--- src/rtl/keyframe_linear_sampler_assert.svh ---
// Assertion macros for the keyframe linear sampler RTL.
// Depends on nothing; included by modules that carry assertions.
`ifndef KEYFRAME_LINEAR_SAMPLER_ASSERT_SVH
`define KEYFRAME_LINEAR_SAMPLER_ASSERT_SVH
// Checks that a condition implies another in the same cycle.
`define KLS_ASSERT_IMPL(lbl, clk, rst, a, b) \
   lbl: assert property (@(posedge clk) disable iff (rst) (a) |-> (b)) \
      else $error("assertion failed");
// Checks that a condition implies another in the next cycle.
`define KLS_ASSERT_NEXT(lbl, clk, rst, a, b) \
   lbl: assert property (@(posedge clk) disable iff (rst) (a) |=> (b)) \
      else $error("assertion failed");
`endif

--- src/rtl/kls_pkg.sv ---
// Package of the keyframe linear sampler: widths, request codes, control structs.
// Depends on nothing.
`default_nettype none
package kls_pkg;
   localparam int MaxKeys = 64;
   localparam int AddrW = $clog2(MaxKeys);
   localparam int CountW = $clog2(MaxKeys + 1);
   localparam logic REQ_APPEND = 1'b0;
   localparam logic REQ_SAMPLE = 1'b1;

   // Commands from the controller to the datapath.
   typedef struct packed {
      logic              wr_key;
      logic [AddrW-1:0]  wr_addr;
      logic              rd_en;
      logic [AddrW-1:0]  rd_addr;
      logic              ld_query;
      logic              cap_lo;
      logic              cap_hi;
      logic              div_start;
      logic              mul_start;
      logic [1:0]        mul_sel;
      logic              ld_first;
      logic              ld_lo;
      logic              ld_zero;
   } cmd_type;

   // Status from the datapath to the controller.
   typedef struct packed {
      logic le_first;
      logic in_pair;
      logic div_done;
      logic mul_done;
   } stat_type;
endpackage
`default_nettype wire

--- src/rtl/kls_ctrl.sv ---
// Controller state machine: appends, scans the key table, sequences the lerp.
// Depends on kls_pkg and the assertion header.
`default_nettype none
`include "keyframe_linear_sampler_assert.svh"
module kls_ctrl (
   input  wire logic             clock,
   input  wire logic             reset,
   input  wire logic             in_valid,
   output logic                  in_ready,
   input  wire logic             req_type,
   input  wire logic             restart_table,
   output logic                  out_valid,
   input  wire logic             out_ready,
   output logic                  out_status,
   output kls_pkg::cmd_type      cmd,
   input  wire kls_pkg::stat_type stat
);
   localparam logic [3:0] S_IDLE = 4'd0, S_RD0 = 4'd1, S_CHK0 = 4'd2,
      S_LO = 4'd3, S_HI = 4'd4, S_TEST = 4'd5, S_DIV = 4'd6, S_MUL = 4'd7,
      S_MWAIT = 4'd8, S_LAST = 4'd9, S_LAST2 = 4'd10, S_OUT = 4'd11,
      S_LASTLD = 4'd12;
   localparam int AW = kls_pkg::AddrW;
   localparam int CW = kls_pkg::CountW;

   logic [3:0]    state_ff, state_in;
   logic [CW-1:0] count_ff, count_in;
   logic [CW-1:0] idx_ff, idx_in;
   logic [1:0]    msel_ff, msel_in;
   logic          status_ff, status_in;
   logic          fire;
   logic [CW-1:0] base;

   assign fire = in_valid && in_ready;
   assign in_ready = (state_ff == S_IDLE);
   assign out_valid = (state_ff == S_OUT);
   assign out_status = status_ff;

   always_comb begin
      state_in  = state_ff;
      count_in  = count_ff;
      idx_in    = idx_ff;
      msel_in   = msel_ff;
      status_in = status_ff;
      cmd       = '0;
      base      = restart_table ? '0 : count_ff;
      case (state_ff)
         S_IDLE: begin
            if (fire) begin
               if (req_type == kls_pkg::REQ_APPEND) begin
                  if (base < CW'(kls_pkg::MaxKeys)) begin
                     cmd.wr_key  = 1'b1;
                     cmd.wr_addr = base[AW-1:0];
                     count_in    = base + CW'(1);
                  end else begin
                     count_in = base;
                  end
               end else if (count_ff == '0) begin
                  status_in   = 1'b1;
                  cmd.ld_zero = 1'b1;
                  state_in    = S_OUT;
               end else begin
                  status_in    = 1'b0;
                  cmd.ld_query = 1'b1;
                  cmd.rd_en    = 1'b1;
                  cmd.rd_addr  = '0;
                  state_in     = S_RD0;
               end
            end
         end
         S_RD0: state_in = S_CHK0;
         // Entry 0 is in the read register.
         S_CHK0: begin
            if (count_ff == CW'(1) || stat.le_first) begin
               cmd.ld_first = 1'b1;
               state_in     = S_OUT;
            end else begin
               cmd.cap_lo  = 1'b1;
               cmd.rd_en   = 1'b1;
               cmd.rd_addr = AW'(1);
               idx_in      = CW'(1);
               state_in    = S_HI;
            end
         end
         S_HI: state_in = S_TEST;
         // Entry idx is in the read register; lower key is idx-1.
         S_TEST: begin
            if (stat.in_pair) begin
               cmd.cap_hi    = 1'b1;
               cmd.div_start = 1'b1;
               state_in      = S_DIV;
            end else if (idx_ff + CW'(1) == count_ff) begin
               cmd.cap_lo = 1'b1;
               state_in   = S_LASTLD;
            end else begin
               cmd.cap_lo  = 1'b1;
               cmd.rd_en   = 1'b1;
               cmd.rd_addr = AW'(idx_ff + CW'(1));
               idx_in      = idx_ff + CW'(1);
               state_in    = S_HI;
            end
         end
         S_LASTLD: begin
            cmd.ld_lo = 1'b1;
            state_in  = S_OUT;
         end
         S_DIV: begin
            if (stat.div_done) begin
               msel_in  = 2'd0;
               state_in = S_MUL;
            end
         end
         S_MUL: begin
            cmd.mul_start = 1'b1;
            cmd.mul_sel   = msel_ff;
            state_in      = S_MWAIT;
         end
         S_MWAIT: begin
            if (msel_ff == 2'd2) state_in = S_OUT;
            else begin
               msel_in  = msel_ff + 2'd1;
               state_in = S_MUL;
            end
         end
         S_OUT: if (out_ready) state_in = S_IDLE;
         default: state_in = S_IDLE;
      endcase
   end

   always_ff @(posedge clock) begin
      if (reset) begin
         state_ff  <= S_IDLE;
         count_ff  <= '0;
         idx_ff    <= '0;
         msel_ff   <= 2'd0;
         status_ff <= 1'b0;
      end else begin
         state_ff  <= state_in;
         count_ff  <= count_in;
         idx_ff    <= idx_in;
         msel_ff   <= msel_in;
         status_ff <= status_in;
      end
   end

   `KLS_ASSERT_IMPL(a_count_cap, clock, reset, 1'b1, count_ff <= CW'(kls_pkg::MaxKeys))
   `KLS_ASSERT_IMPL(a_wr_idle, clock, reset, cmd.wr_key, state_ff == S_IDLE)
   `KLS_ASSERT_NEXT(a_div_done, clock, reset, stat.div_done, state_ff == S_MUL)
   `KLS_ASSERT_IMPL(a_scan_range, clock, reset, state_ff == S_TEST, idx_ff < count_ff)
endmodule
`default_nettype wire

--- config.mk ---
export PLATFORM = sky130hd
export DESIGN_NAME = kls_ctrl
export DESIGN_NICKNAME = d
export VERILOG_FILES = /design/src/rtl/kls_pkg.sv /design/src/rtl/kls_ctrl.sv
export VERILOG_INCLUDE_DIRS = /design/src /design/src/rtl
export SDC_FILE = /design/constraint.sdc
export NUM_CORES = 1
export LEC_CHECK = 0
export ABC_AREA = 1
export BUFFER_PORTS_ARGS = -buffer_cell sky130_fd_sc_hd__buf_2
export CAP_MARGIN = 5
export CELL_PAD_IN_SITES_DETAIL_PLACEMENT = 1
export CELL_PAD_IN_SITES_GLOBAL_PLACEMENT = 2
export CORE_ASPECT_RATIO = 1.4
export CORE_MARGIN = 3
export CORE_UTILIZATION = 29
export CTS_CLUSTER_SIZE = 20
export DETAILED_ROUTE_END_ITERATION = 8
export GPL_ROUTABILITY_DRIVEN = 0
export GPL_TIMING_DRIVEN = 0
export PLACE_DENSITY = 0.85
export SYNTH_ARGS = -nofsm -noshare
export SYNTH_HDL_FRONTEND = slang
export SYNTH_SLANG_ARGS = --single-unit
export TNS_END_PERCENT = 20
--- constraint.sdc ---
create_clock -name clock -period 5.26 [get_ports clock]
set_input_delay 1.578 -clock clock [delete_from_list [all_inputs] [get_ports clock]]
set_output_delay 1.578 -clock clock [all_outputs]
set_load 0.02 [all_outputs]
# After elaboration in Yosys (flattened, before gate mapping)
# Cells that the tools add are included.
# W data, S select, Z words.
# totals
ff_bits	21
inputBits	10
out_inout_bits	27
elab_cells	84
# op_classes
addsub	3
order_cmp	1
eq_ne	20
muxes	43
n_bitwise	1
n_reduce_logical	11
# op_table
operator	count
$mux W7	11
$pmux W4 S10	1
$mux W4	9
$pmux W7 S3	1
$eq A4 B3 Y1 const B	4
$mux W8	2
$mux W15	1
$add A7 B1 Y7 const B	2
$pmux W7 S2	1
$eq A4 B4 Y1 const B	3
$mux W1	10
$ne A2 B2 Y1 const B	5
$reduce_and A3 Y1	3
$mux W2	4
$reduce_and A4 Y1	2
$eq A7 B1 Y1 const B	1
$eq A7 B7 Y1	1
$logic_not A7 Y1	1
$lt A7 B7 Y1 const B	1
$ne A2 B1 Y1 const B	3
$eq A4 B1 Y1 const B	1
$eq A4 B2 Y1 const B	1
$logic_not A4 Y1	1
$pmux W2 S2	1
8 further kinds	9

# Longest topological paths before layout
# Gate-level depths: netlist of the first run.
# logic_depth
word_depth	6
depth_mapped	14
ltp_nobuf	14

# Worst setup path before layout of the first run
# OpenSTA, ideal clock, no wires.
# synth_timing
kind	input -> output
start	in in_valid
end	out cmd[18] (netlist name)
arrival_ns	2.850
required_time_ns	3.682
path_slack_ns	0.832
path_stages	6
n_path_buf	0
cell_sequence	inv_1 > nor2_1 > nand2_1 > nor2_1 > inv_1 > nor3_1
# synth_rtl
item	line	text
from (decl)	kls_ctrl.sv:8	input wire logic in_valid,
to (decl)	kls_ctrl.sv:15	output kls_pkg::cmd_type cmd,

==> run summary, run 1 <==
1st-pass router iterations: 4
CP cell instances: buf_2 -> nor2_1 -> nand2_1 -> nor2_1 -> inv_1 -> nor3_1 -> buf_2
Rel. slew slack: 54.9%
CTS clock-pin slew for the worst setup and hold paths: 0.08 ns
R2R cell count: 14
Die height: 93.0 um
Synthesis-to-layout area growth: 19.3%
Final setup fails: 0
Placed Cells: 359
Distinct cells, synth: 29
FP Rows: 31
Final WL: 4.90 mm
Layout Skew: 0.00364 ns
WP data arrival: 2.64 ns
Reg-to-reg slack, setup: 3.16 ns
Initial Utilization: 30.1%
Crit. End Element: output pin
Critical Path Max Stage Delay: 0.21 ns
First-pass GRT wire length: 8.42 mm
Sequential element share of the synthesized area: 26.8%
Fin cells: 363
Gr ovfl total: 0
CORE AREA: 0.00520 sq mm
PD cells: 356 mW/mm^2
Cts bufs inserted: 3
Post-route ant nets: 0
Fin. Hold Viols: 0
Slew Viols, Final: 0
CTS tree: built
Seq cells post-synth: 21
Fillers: 732
Worst VDD drop: 0.000195 V
Root Buffer: clkbuf_8
Cts repair resizes: 0
Warnings, synthesis: 0
# diodes: 0
Nature of the critical path startpoint: primary input
Top layer in use: met4
Total number of vias: 1741
Largest net degree at the start of global routing: 12
Fin crit share: 80.1%
Max Fclk: 0.237 GHz
Detailed Route Iter0 Violations: 26
Min-delay src: msel_ff[1]
Clock tree buffer depth: 2
Avg Inst Size Synth: 6.07 sq um
H-tree depth: 1
Setup TNS: 0 ns
Critical path type: primary input to output pin
Top Ports: 37
Drt wl/cell: 13.5 um
Top FF cell, synth: dfxtp_1
Worst Path Required: 3.68 ns
Antenna violations before repair: 0
RSZ-0062 raised after global routing: no
CTS hold repair buffers: 0
Syn Nets: 272
WL met3: 124 um
Post-synth ARST share: 0%
Met2 wire length: 2.65 mm
Leak Pwr: 0.950 nW
Die ar.: 0.00633 sq mm
Number of clock sinks: 21
CP max FO: 8
Crit path time final: 4.22 ns
Share of cells above drive strength 1: 20.2%
Storage element area: 420 sq um
Number of synthesized flops with an enable pin: 0
Outcome: finished clean
Metal-1 WL: 2.02 mm
Worst reg2reg path startpoint: idx_ff[0]
Gate count of the mapped netlist: 258
Port Buffers: 35
Cell area after synthesis: 0.00157 sq mm
Vias in the first global route: 1822
CP startpoint: req_type
Nets: 312
WHS Path Cells: 2
Via density: 4.80
Max Cap Viol: 0
Clock Latency Late Sink: 0.27 ns
Die X-Extent: 68.1 um
Area occupied by multi-input gates: 938 sq um
DRC errors left: 0
Post-CTS setup buffer count: 0
Hold Crit Class: flip-flop to flip-flop
Slew @ Worst Pin: 0.676 ns
GRT Total Usage: 17.1%
DPL Wire Length: 4.08 mm
CP max stage cell: nor2_1
where the power goes:
| group | total [W] | leakage (nW) | switching (W) | internal, W |
|---|---|---|---|---|
| clock | 0.000111 | 0.0228 | 0.0000565 | 0.0000542 |
| sequential | 0.000219 | 0.171 | 0.0000292 | 0.000190 |
| combinational | 0.000337 | 0.756 | 0.000230 | 0.000107 |
| total | 0.000666 | 0.950 | 0.000315 | 0.000351 |
layout make-up:
| type | instances | share of cell area [%] |
|---|---|---|
| Inverter | 48 | 9.64 |
| Multi-Input combinational cell | 185 | 50.2 |
| Tap cell | 66 | 4.42 |
| Clock buffer | 4 | 2.41 |
| Buffer | 4 | 1.47 |
| Timing Repair Buffer | 35 | 9.37 |
| Sequential cell | 21 | 22.5 |
synthesized netlist by cell type, drive strengths merged, types with 2 or more instances:
cell    number  area share (%)
buf          3             1.5
a21oi       19             7.0
o21ai       10             3.4
nand2       53              14
nand3b       2            0.96
nor3         7             2.6
ha           4             3.2
dfxtp       21              27
inv         48              12
nand3       29              11
nor2        46              12
nand4        5             2.0
a211oi       2            0.96
xnor2        2             1.1
xor2         2             1.1
logic make-up after synthesis:
kind of cell / count (synthesis) / share of synthesized area, %
AND/OR/NAND/NOR: 144 / 42.2
buffers and inverters: 52 / 13.3
AO/OA/AOI/OAI: 33 / 12.3
flip-flops: 21 / 26.8
XOR/XNOR: 4 / 2.24
adder cells (fa/ha/maj): 4 / 3.20
worst max-delay path: cells and delay by family:
family,cells,cell delay (ns)
simple gates,4,0.60
buf+inv,3,0.46
final timing paths:
kind	endpoint
worst max-delay path	cmd[22]
worst min-delay path	msel_ff[1]
worst max register to register	idx_ff[5]
worst min register to register	msel_ff[1]
per-stage QoR:
stage | power [W] | util [%] | setup WS [ns] | instance area (sq um) | hold WS, ns
finish | 0.000666 | 36.0 | 1.04 | 1870 | 0.489
global placement | 0.000557 | 35.1 | 1.05 | 1820 | 0.468
global route | 0.000731 | 36.0 | 0.825 | 1870 | 0.520
detailed placement | 0.000562 | 35.1 | 1.01 | 1820 | 0.478
floorplan | 0.000460 | - | 0.832 | 1570 | 0.448
CTS | 0.000676 | 36.0 | 1.01 | 1870 | 0.491
cell usage in the layout (no fill, tap or decap), drive strengths merged, types with 5 or more instances in the layout:
| cell type | n |
|---|---|
| a21oi | 19 |
| buf | 38 |
| clkbuf | 5 |
| dfxtp | 21 |
| inv | 48 |
| nand2 | 53 |
| nand3 | 29 |
| nand4 | 5 |
| nor2 | 46 |
| nor3 | 7 |
| o21ai | 10 |
registers in the layout (all words and copies together) (netlist names):
name and cells:
out_status 1, idx_ff 7, state_ff 4, msel_ff 2
count_ff 7
metal layers:
metal / global-route usage [%] / vias up
met4: 6.30 / 0
li1: - / 897
met2: 31.5 / 28
met1: 19.5 / 809
met5: 0 / -
met3: 1.70 / 7
Note: power is estimated with default switching activity, not from simulation.
==> run 2, diff against run 1 <==
Settings changed: ABC_AREA 1 to 0, CORE_UTILIZATION 29 to 31, PLACE_DENSITY 0.85 to 0.82.
Clock period 5.26 ns to 4.2 ns, I/O delays scaled along.
==> run 2 against run 1 <==
Compared with the run above: synthesized area rose by 6.8%; non-clock buffer count rose by 9; die area about the same; count of clock-buffer cells in the layout shrank 1; sequential share of layout area is 1.2 points lower.
==> run summary, run 2 <==
Area after DPL: 0.00193 sq mm
Fillers: 674
Top Ports: 37
CTS hold repair buffers: 0
DPL Wire Length: 3.74 mm
Die X-Extent: 68.1 um
Slew Viols, Final: 0
Nets: 266
Port Buffers: 34
Area occupied by multi-input gates: 0.00114 sq mm
Antenna violations before repair: 0
Worst VDD drop: 0.000140 V
Detailed Route Iter0 Violations: 52
Most common cell after layout, fill and taps aside: buf_2
Final Cell Area: 0.00197 sq mm
Outcome: finished clean
Setup TNS: 0 ns
Largest net degree at the start of global routing: 13
GRT Total Usage: 16.0%
CTS tree: built
Slew @ Worst Pin: 0.574 ns
Nature of the critical path startpoint: primary input
Initial Utilization: 32.2%
Syn Nets: 227
1st-pass router iterations: 4
Avg Inst Size Synth: 7.85 sq um
PD cells: 404 mW/mm^2
Warnings, synthesis: 0
Cts bufs inserted: 3
Post-CTS setup buffer count: 0
Rel. slew slack: 61.7%
Post-synth ARST share: 0%
Placed Cells: 313
Max Cap Viol: 0
Area leader, netlist: dfxtp_1
Fin. Hold Viols: 0
Drt wl/cell: 14.9 um
Max Fclk: 0.263 GHz
CP cell instances: buf_2 -> or3_1 -> o21bai_4 -> buf_6 -> o21ai_0 -> buf_2
Clock Latency Late Sink: 0.26 ns
CORE AREA: 0.00520 sq mm
CP max FO: 10
Layout Skew: 0.00133 ns
Crit path time final: 3.81 ns
CP max stage cell: or3_1
Worst Path Required: 2.94 ns
Cts repair resizes: 0
Number of synthesized flops with an enable pin: 0
Die height: 92.9 um
Gr ovfl total: 0
Most frequent cells in the layout: 40 x buf_2, 29 x nor2_1, 21 x dfxtp_1
Cell area after synthesis: 0.00167 sq mm
Number of clock sinks: 21
CTS clock-pin slew for the worst setup and hold paths: 0.08 ns
Root Buffer: clkbuf_8
Storage element area: 420 sq um
Hold Crit Class: flip-flop to flip-flop
Synth top area cells: dfxtp_1 25%, nor2_1 6.5%, and3_1 4.5%
Fin crit share: 90.6%
Top FF cell, synth: dfxtp_1
Clock tree buffer depth: 2
Total number of vias: 1646
Die ar.: 0.00633 sq mm
Post-route ant nets: 0
First-pass GRT wire length: 7.91 mm
Share of cells above drive strength 1: 25.9%
Distinct cells, synth: 54
FP Rows: 31
Crit. End Element: output pin
Synth cell count leaders: 29 x nor2_1, 21 x dfxtp_1, 13 x a21oi_1, 12 x and3_1, 12 x nand2_1
Gate count of the mapped netlist: 213
DRC errors left: 0
WP data arrival: 2.55 ns
Synthesis-to-layout area growth: 17.9%
Via density: 5.19
Final setup fails: 0
Critical Path Max Stage Delay: 0.42 ns
Seq cells post-synth: 21
H-tree depth: 1
Most frequent CP cell: buf_2
Top flop regs: count_ff: 7 flops, idx_ff: 7 flops, state_ff: 4 flops
Critical path type: primary input to output pin
Final WL: 4.73 mm
Most frequent cell after synthesis: nor2_1
# diodes: 0
RSZ-0062 raised after global routing: no
Synth top area share: 25.1%
Leak Pwr: 0.861 nW
Sequential element share of the synthesized area: 25.1%
Vias in the first global route: 1672
Fin cells: 317
-- run 2: cell types whose count changed after synthesis, moves of 6 or more --
cell,before,now
inv_1,48,9
nand2_1,49,12
nand3_1,25,7
nor2_1,42,29
and3_1,0,12
nand2b_1,0,6
-- run 2: routing by layer --
metal / vias up / track usage [%] / share of wire, % / wire [um]
met2: 20 / 28.5 / 54 / 2560
met4: 0 / 3.98 / 0.66 / 31
met5: - / 0 / 0 / 0
li1: 827 / - / - / -
met3: 2 / 1.58 / 2.4 / 115
met1: 797 / 19.9 / 43 / 2020
-- run 2: worst max-delay path, delay by kind of cell --
| kind | cells | cell delay [ns] |
|---|---|---|
| simple gates | 1 | 0.42 |
| compound gates | 2 | 0.39 |
| buf+inv | 3 | 0.48 |
-- run 2: cells by family (layout without fill, tap and decap cells) --
kind of cell,count (synthesis),after routing,synth area share [%]
adders and majority gates,4,4,2.99
xor gates and xnor gates,13,13,8.60
DFF,21,21,25.1
muxes,3,3,1.80
and+or+nand+nor,101,101,33.4
AOI/OAI and AO/OA,48,48,21.1
buffers and inverters,23,61,6.96
-- run 2: report_power, final --
group	total, W	internal, W	switching, W
combinational	0.000406	0.000157	0.000249
sequential	0.000251	0.000221	0.0000295
clock	0.000139	0.0000662	0.0000730
-- run 2: stage by stage --
| step | util [%] | hold WS, ns | power (W) | setup slack [ns] |
|---|---|---|---|---|
| 6_report | 37.9 | 0.494 | 0.000796 | 0.394 |
| 5_1_grt | 37.9 | 0.533 | 0.000858 | 0.337 |
| 4_1_cts | 37.9 | 0.503 | 0.000804 | 0.401 |
| 3_5_place_dp | 37.0 | 0.482 | 0.000662 | 0.404 |
| 3_3_place_gp | 37.0 | 0.493 | 0.000662 | 0.422 |
| 2_1_floorplan | - | 0.479 | 0.000554 | 0.458 |
-- run 2: cell type report --
class                      instances  share of cell area [%]
clock buffer                       3                    2.09
clock inverter                     1                   0.254
sequential                        21                    21.3
inverter                           9                    1.71
tap                               66                    4.19
timing repair buffer              34                    8.63
multi-input combinational        169                    57.6
buffer                            14                    4.19
-- run 2: worst paths after layout --
check                  start         end  slack [ns]  cells past startpoint
setup / recovery     stat[2]     cmd[10]        0.39                      6
hold / removal    out_status  out_status        0.49                      2
setup reg to reg   idx_ff[0]   idx_ff[3]        2.14                      8
hold reg to reg   out_status  out_status        0.49                      2
